==> src/sv/tfa_ram.sv <==
module tfa_ram #(
  parameter int WIDTH = 8,
  parameter int DEPTH = 256
) (
  input  logic                     clk,
  input  logic                     we,
  input  logic [$clog2(DEPTH)-1:0] waddr,
  input  logic [WIDTH-1:0]         wdata,
  input  logic [$clog2(DEPTH)-1:0] raddr,
  output logic [WIDTH-1:0]         rdata
);

  logic [WIDTH-1:0] mem [DEPTH];

  always_ff @(posedge clk) begin
    if (we) begin
      mem[waddr] <= wdata;
    end
    rdata <= mem[raddr];
  end

endmodule

==> config.mk <==
export PLATFORM = sky130hd
export DESIGN_NAME = tfa_ram
export DESIGN_NICKNAME = d
export VERILOG_FILES = /design/src/sv/tfa_ram.sv
export SDC_FILE = /design/constraint.sdc
export NUM_CORES = 2
export LEC_CHECK = 0
export BUFFER_PORTS_ARGS = -buffer_cell sky130_fd_sc_hd__buf_2
export CAP_MARGIN = 20
export CORE_ASPECT_RATIO = 1.75
export CORE_MARGIN = 2
export CORE_UTILIZATION = 50
export DETAILED_ROUTE_END_ITERATION = 7
export PLACE_DENSITY = 0.65
export SLEW_MARGIN = 20
export SYNTH_ARGS = -nofsm -noshare
export SYNTH_HDL_FRONTEND = slang
export SYNTH_SLANG_ARGS = --single-unit
==> constraint.sdc <==
create_clock -name clk -period 3.1 [get_ports clk]
set_input_delay 0.31 -clock clk [delete_from_list [all_inputs] [get_ports clk]]
set_output_delay 0.31 -clock clk [all_outputs]
set_load 0.01 [all_outputs]
# ---- Word level (Yosys, flattened, before mapping)
# Memory sizes are Yosys's and may differ from the RTL's. A register that Yosys moved wholly into a read port is not among the register bits.
# Index checks and enable logic that the tools add are counted.
dict set report word_totals {
  ff_bits 0
  mem_bits_rw 2048
  input_bits 26
  output_inout_bits 8
  wordCells 3
  mem_count 1
}
# memory depth word_bits rd rd_ports_with_merged_regs write_ports line
set memory_table {}
lappend memory_table {mem 256 8 1 1 1 13} ;# logic [WIDTH-1:0] mem [DEPTH];
dict set report op_classes {
  mux 2
}
# op count
set ops {}
lappend ops {{$mux W1} 2}

# ---- Logic depth before layout (Yosys ltp)
dict set report logic_depth {
  depth_word 2
  ltp_mapped 11
  mapped_depth_nobuf 6
}

# ---- Worst setup path before layout
# Ideal clock, no wire load.
dict set report synth_path {
  path_type {input to register}
  start {input port raddr[0]}
  end {register rdata[2], read port of mem}
  setup_ns 0.131
  arrival_ns 2.117
  t_required_ns 2.969
  slack_ns 0.852
  stages 9
  path_buffers 4
  path_cell_list {buf_6 buf_12 buf_8 buf_2 mux4_2 a22oi_1 a21oi_1 nor4_1 nor4_2}
}
# item line
set synth_lines {}
lappend synth_lines {{start: declaration} 9} ;# input logic [$clog2(DEPTH)-1:0] raddr,
lappend synth_lines {{end: declaration} 10} ;# output logic [WIDTH-1:0] rdata

==> flow_summary.json <==
{
  "routedWlPerCell_um": 31.8,
  "slew_viol_final": 0,
  "setup_viol": 1,
  "num_vias": 40100,
  "ys_seq_area_share_pct": 77.5,
  "layout.cells.most_common_list": "edfxtp_1, buf_4, mux4_2",
  "cts_hold_buf": 0,
  "power_uw": 56000,
  "h-tree-depth": 4,
  "end_kind": "flip-flop",
  "grt_pass1_vias": 40900,
  "status": "finished, violations left",
  "min_path_cells": 1,
  "viasPerCell": 6.26,
  "final_common_cell": "edfxtp_1",
  "die_area_mm2": 0.162,
  "area_growth_syn_to_layout_pct": 14.6,
  "die_w_um": 306,
  "cts_made_buffers": 176,
  "reg2regPathDepth": 7,
  "ir_drop_mv": 0.612,
  "required_ns": 3.80,
  "netlist.area_leader.share_pct": 77.3,
  "grt_pass1_wl_mm": 292,
  "drc_errors": 0,
  "p_per_area_mw_per_mm2": 614,
  "syn_nets": 3759,
  "worst_pin_slew_ns": 1.16,
  "violations": "setup timing",
  "synth_area_mm2": 0.0796,
  "ys_async_sr_fraction_pct": 0,
  "hpwl_mm": 135,
  "synth.area.top_cells": "edfxtp_1, mux4_2, mux2i_1, nor2_1, a22oi_1",
  "ys_ff_latch": 2056,
  "ios": 34,
  "antenna_found_initial": 14,
  "grt_max_degree": 112,
  "portBuffers": 33,
  "drive_above_1_share_pct": 29.1,
  "drt_first_pass_iters": 6,
  "leakagePower_uw": 0.0291,
  "grt_setup_unrepaired": "no",
  "fmax_ghz": 0.322,
  "hold_class": "input port to flip-flop",
  "cts-resized-gates": 0,
  "core_mm2": 0.158,
  "fin_crit_sh_pct": 100,
  "place_ws_ns": -0.484,
  "cts.sinks": 2056,
  "yosysWarnings": 0,
  "start_kind": "flip-flop",
  "gp_congestion": 0.859,
  "path_clk_slew_ns": 0.07,
  "die_y_um": 532,
  "post-cts-setup-buffers": 0,
  "cts_tree": "done",
  "cts-root-buf": "clkbuf_16",
  "synth_top_area_cell": "edfxtp_1",
  "crit_fanout": 1,
  "first_iter_violations": 4120,
  "rows": 193,
  "synth_edf_count": 2048,
  "cts_max_path_buffers": 4,
  "final-hold-violation-count": 0,
  "clock_latency_ns": 0.82,
  "gr-total-overflow": 0,
  "period_minus_slack_ns": 3.10,
  "arrival_ns": 3.81,
  "max_slew_margin_pct": 22.2,
  "grt_use_total_pct": 25.1,
  "setup_ws_ns": -0.00276,
  "ant_nets": 0,
  "routed_wl_mm": 203,
  "crit_type": "flip-flop to flip-flop",
  "maxCapViolCount": 0,
  "synth.distinct_cells": 55,
  "finClkSkew_ns": 0.0512,
  "start_util_pct": 50.4,
  "syn_inst": 3733,
  "nNetsFinal": 4241,
  "syn_avg_cell_area_um2": 21.3,
  "post-route-util_pct": 57.7,
  "synthFlopType": "edfxtp_1"
}
## final cells by class
type	count	area (um2)
diodes	6	15.0
clock buffers	211	4640
clock inverters	98	1100
fillers	11500	66700
inverters	2	7.51
multi-input cells	1442	16500
flip-flops and latches	2056	61700
well taps	2047	2560
repair buffers	537	4680
## sequential cells by signal (all words and copies together) (netlist names)
register and count:
mem 2048, rdata 8
## path summary, 6_finish.rpt
check / to / slack (ns) / start
worst max-delay path: rdata[0] / -0.003 / mem[131][0]
worst max register to register: rdata[0] / -0.003 / mem[131][0]
worst min register to register: rdata[6] / 1.16 / mem[30][6]
worst min-delay path: mem[80][4] / 0.04 / wdata[4]
## cells in the mapped netlist (5+ instances only)
master	count
buf_2	31
o21ai_0	10
edfxtp_1	2048
nand3_1	34
a22oi_1	133
buf_8	13
nor2b_1	31
a221oi_1	13
nor2_1	282
buf_12	8
mux2i_1	134
and2_1	6
dfxtp_1	8
o211ai_1	10
nand2_1	33
o221ai_1	46
mux4_2	454
a21oi_1	96
nor3_1	22
nand4_1	10
a22o_1	8
nand2b_1	8
a211oi_1	16
o22ai_1	28
clkbuf_1	111
buf_4	27
buf_1	22
nor4_1	24
o22a_1	5
buf_6	21
## worst max-delay path, stage by stage (launching register included)
cell,delay (ns)
edfxtp_1,0.38
mux4_2,0.55
mux4_2,0.48
nor2_1,0.24
a2111oi_0,0.12
nor3_1,0.91
buf_4,0.26
nor4_2,0.04
## per-layer routing
metal	vias up	global-route usage, %	wire, um
li1	16600	-	-
met1	21400	29.7	70400
met2	1652	45.8	110000
met3	421	3.05	12300
met4	18	11.3	9950
met5	-	0	114
## power by group
| group | internal (uW) | leakage [uW] | switching (uW) |
|---|---|---|---|
| logic | 1120 | 0.00778 | 1880 |
| registers | 30600 | 0.0185 | 47.9 |
| clock network | 12600 | 0.00280 | 9700 |
| total | 44300 | 0.0291 | 11600 |
## stage by stage
step	setup TNS (ns)	hold WS [ns]	cells	area, um2
detailed placement	-1.17	0.792	6084	85400
floorplan	0	0.409	3733	79600
CTS	0	0.0192	6393	91200
finish	-0.00276	0.0350	6399	91200
global placement	-1.88	0.799	6082	85400
global route	0	0.0372	6394	91200
## cells by family after synthesis
| logic type | share of synthesized area [%] |
|---|---|
| flip-flops | 77.5 |
| buffers and inverters | 1.83 |
| AO/OA/AOI/OAI | 3.42 |
| multiplexers | 14.6 |
| AND/OR/NAND/NOR | 2.63 |
Note: power is estimated with default switching activity, not from simulation.
