**config.mk**
```make
export PLATFORM = sky130hd
export DESIGN_NAME = tfa_div
export DESIGN_NICKNAME = d
export VERILOG_FILES = /design/src/sv/tfa_pkg.sv /design/src/sv/tfa_div.sv
export SDC_FILE = /design/constraint.sdc
export NUM_CORES = 1
export LEC_CHECK = 0
export BUFFER_PORTS_ARGS = -buffer_cell sky130_fd_sc_hd__buf_2
export CORE_MARGIN = 3
export CORE_UTILIZATION = 35
export CTS_CLUSTER_SIZE = 30
export DETAILED_ROUTE_END_ITERATION = 8
export PLACE_DENSITY_LB_ADDON = 0.05
export SLEW_MARGIN = 20
export SYNTH_ARGS = -nofsm -noshare
export SYNTH_HDL_FRONTEND = slang
export SYNTH_SLANG_ARGS = --single-unit
```
**constraint.sdc**
```tcl
create_clock -name clk -period 3.9 [get_ports clk]
set_input_delay 0.195 -clock clk [delete_from_list [all_inputs] [get_ports clk]]
set_output_delay 0.195 -clock clk [all_outputs]
set_load 0.005 [all_outputs]
```
**src/sv/tfa_pkg.sv**
```systemverilog
package tfa_pkg;

  localparam int MAX_PIXELS_DEF = 65536;
  localparam int WINDOW_MAX_DEF = 16;
  localparam int COUNT_BITS_DEF = 24;

  localparam int CFG_IDX_W  = 2;
  localparam int CFG_DATA_W = 17;
  localparam int PIX_W      = 8;
  localparam int SUM_W      = 32;
  localparam int QUOT_BITS  = 8;

  typedef enum logic [CFG_IDX_W-1:0] {
    CFG_AVG_MODE      = 2'd0,
    CFG_WINDOW_FRAMES = 2'd1,
    CFG_FRAME_PIXELS  = 2'd2,
    CFG_ADD_RESTART   = 2'd3
  } cfg_index_t;

  typedef enum logic [1:0] {
    MODE_UNIFORM = 2'd0,
    MODE_FADING  = 2'd1,
    MODE_SLIDING = 2'd2,
    MODE_ADD     = 2'd3
  } avg_mode_t;

  localparam int WINDOW_RESET  = 10;
  localparam int FRAMES_RESET  = 65536;
  localparam int RESTART_RESET = 10;

  // Side information that rides along with a sum through the divider.
  typedef struct packed {
    logic             use_div;
    logic [PIX_W-1:0] direct;
    logic             last;
  } div_info_t;

endpackage

```
**src/sv/tfa_div.sv**
```systemverilog
module tfa_div (
  input  logic                 clk,
  input  logic                 rst,
  input  logic                 in_valid,
  input  logic [31:0]          in_rem,
  input  logic [31:0]          in_div,
  input  tfa_pkg::div_info_t   in_info,
  output logic                 out_valid,
  output logic [7:0]           out_q,
  output tfa_pkg::div_info_t   out_info
);
  import tfa_pkg::*;

  // One quotient bit per stage, most significant first. The quotient is
  // known to fit in QUOT_BITS bits for every history the block can build.
  logic             vld  [QUOT_BITS+1];
  logic [SUM_W-1:0] rem  [QUOT_BITS+1];
  logic [SUM_W-1:0] dvs  [QUOT_BITS+1];
  logic [QUOT_BITS-1:0] quo [QUOT_BITS+1];
  div_info_t        info [QUOT_BITS+1];

  assign vld[0]  = in_valid;
  assign rem[0]  = in_rem;
  assign dvs[0]  = in_div;
  assign quo[0]  = '0;
  assign info[0] = in_info;

  for (genvar k = 0; k < QUOT_BITS; k++) begin : g_stage
    localparam int B = QUOT_BITS - 1 - k;
    logic [SUM_W+QUOT_BITS-1:0] shifted;
    logic                       take;
    assign shifted = {{QUOT_BITS{1'b0}}, dvs[k]} << B;
    assign take    = {{QUOT_BITS{1'b0}}, rem[k]} >= shifted;

    always_ff @(posedge clk) begin
      if (rst) begin
        vld[k+1] <= 1'b0;
      end else begin
        vld[k+1] <= vld[k];
      end
      rem[k+1]  <= take ? rem[k] - shifted[SUM_W-1:0] : rem[k];
      dvs[k+1]  <= dvs[k];
      quo[k+1]  <= quo[k] | (QUOT_BITS'(take) << B);
      info[k+1] <= info[k];
    end
  end

  assign out_valid = vld[QUOT_BITS];
  assign out_q     = quo[QUOT_BITS];
  assign out_info  = info[QUOT_BITS];

endmodule

```
### Word level (Yosys, flattened, before mapping)

Index checks and enable logic that the tools add are counted.

| storage, ports and cells | value |
|---|---|
| ROM bits | 0 |
| bits in writable memories | 0 |
| latch bits | 0 |
| output and inout port bits | 19 |
| bits in registers | 593 |
| word-level logic and storage cells | 83 |
| memories kept | 0 |
| input bits | 77 |

| cells by class | value |
|---|---|
| divide/modulo/power cells | 0 |
| multipliers | 0 |
| $lt $le $gt $ge | 8 |
| bitwise gates (word level) | 7 |
| reduce and logical (&&, ||, !) cells | 0 |
| shift operators | 0 |
| multiplexer cells | 7 |
| add/sub/neg operators | 7 |
| equal/unequal tests | 0 |

Operator list:

| operator | count |
|---|---|
| $mux 32 | 7 |
| $sub 32x32->32 | 7 |
| $ge 32x39->1 | 1 |
| $ge 32x38->1 | 1 |
| $ge 32x37->1 | 1 |
| $ge 32x36->1 | 1 |
| $ge 32x35->1 | 1 |
| $ge 32x34->1 | 1 |
| $ge 32x33->1 | 1 |
| $ge 32x32->1 | 1 |
| $or 8x1->8 | 1 |
| $or 8x2->8 | 1 |
| $or 8x3->8 | 1 |
| $or 8x4->8 | 1 |
| $or 8x5->8 | 1 |
| $or 8x6->8 | 1 |
| $or 8x7->8 | 1 |

### Logic depth before layout (Yosys ltp)

| depth | value |
|---|---|
| word-level depth | 2 |
| gate-level depth with buffers | 15 |
| mapped depth without buffers | 14 |

### Worst setup path before layout

OpenSTA, ideal clock, no wires.

| path | value |
|---|---|
| kind | input-to-reg |
| start | input port in_rem[7] |
| end | register rem[232] (netlist bit) |
| cell stages on the path | 13 |
| library setup time | 0.121 ns |
| data arrival time | 2.919 ns |
| required time | 3.779 ns |
| path buffers | 1 |
| path slack | 0.860 ns |
| cell sequence | inv_1 > ha_1 > inv_1 > fa_1 > a21o_1 > a221oi_1 > a221oi_1 > a31oi_1 > o21ai_0 > a2bb2oi_1 > a31oi_1 > buf_2 > mux2_2 |

| on the way | value |
|---|---|
| cells in the longest elaborated chain, start to end | 2 |
| elaborated cells between the ends (all ways) | 3 |
| those cells by class | add/sub: 1; order compare: 1; mux: 1 |

RTL lines:

| item | RTL line | RTL |
|---|---|---|
| start, declared | tfa_div.sv:5 | `input logic [31:0] in_rem,` |
| $sub 32x32->32 or $ge 32x39->1 (tied branches) | tfa_div.sv:41, tfa_div.sv:33 |  |
| $mux 32 * | tfa_div.sv:41 | `rem[k+1] <= take ? rem[k] - shifted[SUM_W-1:0] : rem[k];` |
| end signal, assigned by index | tfa_div.sv:41 |  |
| end, declared | tfa_div.sv:17 | `logic [SUM_W-1:0] rem [QUOT_BITS+1];` |

Mark *: on every way between the ends. The rest lies on a longest branch, timed or not.
A chain may end at the register's enable or synchronous reset.

### Worst setup path after layout

Ends and elaborated chain as after synthesis.

==> impl_metrics.env <==
export IMPL_async_flop_share=0
export IMPL_crit_arrival_ps=4040
export IMPL_grt_max_degree=40
export IMPL_met1_length_um=27900
export IMPL_grt_use_total=0.165
export IMPL_cts_buffers=66
export IMPL_synth_edf_count=0
export IMPL_grt_pass1_vias=18969
export IMPL_status="completed"
export IMPL_netlist_area_um2=25300
export IMPL_grt_pass1_wl_um=99300
export IMPL_synth_warnings=0
export IMPL_final_antenna_net_count=0
export IMPL_fin_setup_tns_ps=0
export IMPL_grt_setup_unrepaired="false"
export IMPL_fin_area_um2=29800
export IMPL_drc=0
export IMPL_cts_tree="done"
export IMPL_h_tree_depth=3
export IMPL_crit_type="input pin to register"
export IMPL_wirelength_um=61600
export IMPL_vdd_ir_drop_max_mv=0.274
export IMPL_wl_met3_um=1720
export IMPL_skew_ps=14.0
export IMPL_drtIter0Drc=915
export IMPL_dr_wl_met2_um=29100
export IMPL_finalSetupViolations=0
export IMPL_powerDensity_nw_per_um2=525
export IMPL_synth_cell_types=77
export IMPL_die_area_um2=75500
export IMPL_gp_congestion=0.917
export IMPL_globalRoute_totalOverflow=0
export IMPL_port_buffers=95
export IMPL_routedWlPerCell_um=16.1
export IMPL_cts_sinks=572
export IMPL_clockBufferDepth=3
export IMPL_crit_slowest_cell="dlygate4sd3_1"
export IMPL_critPathMaxFanout=29
export IMPL_nFillCells=6842
export IMPL_hp_class="input pin to register"
export IMPL_cts_setup_buffers=0
export IMPL_avgSynthCellArea_um2=9.52
export IMPL_tightestPinTransition_ps=837
export IMPL_most_common_layout_cells="572 x dfxtp_1, 286 x inv_1, 228 x ha_1, 211 x nand2_1, 183 x a21oi_1"
export IMPL_placed_cell_area_um2=26800
export IMPL_synthCells=2654
export IMPL_first_pass_iters=5
export IMPL_vias=18265
export IMPL_slew_violations=0
export IMPL_nNetsFinal=3158
export IMPL_dieHeight_um=275
export IMPL_hold_violations=0
export IMPL_synthFlopType="dfxtp_1"
export IMPL_routed_top_layer="met4"
export IMPL_relSlewSlack=0.438
export IMPL_syn_nets=2966
export IMPL_finalCritPeriodShare=0.914
export IMPL_clk_pin_slew_ps=60
export IMPL_syn_to_final_growth_pct=17.8
export IMPL_vias_per_cell=4.76
export IMPL_utilization=0.421
export IMPL_p_leak_nw=14.0
export IMPL_initial_core_util=0.357
export IMPL_ios=96
export IMPL_place_hpwl_um=48700
export IMPL_end_kind="register"
export IMPL_ys_ff_latch=572
export IMPL_antenna_found_initial=0
export IMPL_die_w_um=275
export IMPL_r2r_slack_ps=350
export IMPL_synth_seq_area_share=0.453
export IMPL_crit_path_max_incr_delay_ps=520
export IMPL_start_kind="input pin"
export IMPL_root_buffer="clkbuf_16"
export IMPL_crit_chain="dlygate4sd3_1 > buf_2 > inv_1 > ha_1 > inv_1 > fa_1 > a21o_1 > a221oi_1 > a221oi_1 > a31oi_1 > buf_4 > o21ai_0 > a2bb2oi_1 > a31oi_4 > buf_12 > mux2_2"
export IMPL_fmax_ghz=0.280
export IMPL_maxCapViolations=0
export IMPL_fin_crit_ps=3570
export IMPL_final_common_cell="dfxtp_1"
export IMPL_drive_above_1_share=0.116
export IMPL_fp_coreArea_um2=70800
export IMPL_rows=97
export IMPL_n_antenna_cell=0
export IMPL_cp_required_ps=4380
export IMPL_clock_latency_ps=590
## registers in the layout, indices dropped and copies added (netlist names)
| signal | flops |
|---|---|
| vld | 7 |
| info | 70 |
| out_valid | 1 |
| out_info | 10 |
| quo | 28 |
| dvs | 224 |
| out_q | 8 |
| rem | 224 |
## what timing repair did
| action | 4_1_cts | 5_1_grt |
|---|---|---|
| hold buffers | 77 | 0 |
| endpoints found under the hold margin | 82 | 0 |
| endpoints found under the setup margin | 0 | 26 |
| gates resized for setup | 0 | 1 |
## final cells by class
class                      count  area [µm²]  share of cell area
timing repair buffer         197        1500              0.0503
tap                          940        1180              0.0395
sequential                   572       11500               0.385
multi-input combinational   1721       12400               0.416
inverter                     288        1080              0.0363
clock inverter                25         265             0.00891
clock buffer                  94        1930              0.0648
## critical path: cells and delay by family
kind | cells | cell delay [ps]
AO/OA/AOI/OAI | 7 | 1800
buffers and inverters | 6 | 1110
adder cells (fa/ha/maj) | 2 | 550
multiplexers | 1 | 340
## cells in the mapped netlist (6+ instances only)
library cell / instances / area [µm²]
o21bai_1: 34 / 255
nand3_1: 32 / 160
nor3_1: 26 / 130
nor2_1: 109 / 409
a21boi_0: 6 / 45.0
nor2b_1: 36 / 225
dfxtp_1: 572 / 11500
a31oi_1: 22 / 138
a31o_2: 6 / 52.6
and4_1: 6 / 52.6
xnor2_1: 84 / 736
xor2_1: 75 / 657
o21ai_0: 181 / 906
inv_1: 286 / 1070
clkbuf_1: 39 / 146
a21o_1: 101 / 758
o31ai_1: 16 / 120
and3_1: 22 / 138
nand2_1: 211 / 792
nand2b_1: 26 / 163
or3_1: 9 / 56.3
nor4_1: 13 / 81.3
ha_1: 228 / 2850
buf_4: 20 / 150
o21ai_1: 7 / 35.0
fa_1: 7 / 140
a211oi_1: 17 / 128
o21a_1: 24 / 180
buf_2: 7 / 35.0
mux2_2: 82 / 923
a21oi_1: 183 / 916
nand4_1: 36 / 225
and2_1: 7 / 43.8
a211o_1: 8 / 70.1
mux2i_1: 8 / 80.1
## logic make-up (layout without fill, tap and decap cells)
group	Yosys count	after routing	synth area share
adders and majority gates	235	235	0.118
muxes	90	90	0.0397
AOI/OAI and AO/OA	681	681	0.171
buffers and inverters	361	604	0.0585
DFF	572	572	0.453
xor gates and xnor gates	159	159	0.0551
and+or+nand+nor	556	556	0.105
## through the flow
stage	instances	hold slack (ps)	setup WS [ps]	total power, mW
detailed placement	3641	299	205	9.55
floorplan	2654	223	860	8.77
global placement	3641	297	243	9.55
global route	3837	220	64.9	16.5
CTS	3837	189	174	15.9
finish	3837	242	334	15.6
## routing by layer
metal	track usage	vias up
met5	0	-
met4	0.0828	0
met3	0.0215	145
met2	0.285	289
met1	0.201	8301
li1	-	9530
## power breakdown
group	switching, mW	internal [mW]	total (mW)
Clock	2.42	3.73	6.15
Sequential	0.243	6.30	6.54
Combinational	1.62	1.33	2.94
Total	4.28	11.4	15.6
## worst paths after layout
check	startpoint	end	cells past startpoint
setup / recovery	in_rem[7]	rem[232]	16
hold / removal	in_info[5]	info[75]	2
setup reg to reg	dvs[224]	rem[211]	13
hold reg to reg	quo[11]	out_q[3]	0
No activity file was read; power rests on OpenSTA's default activity.
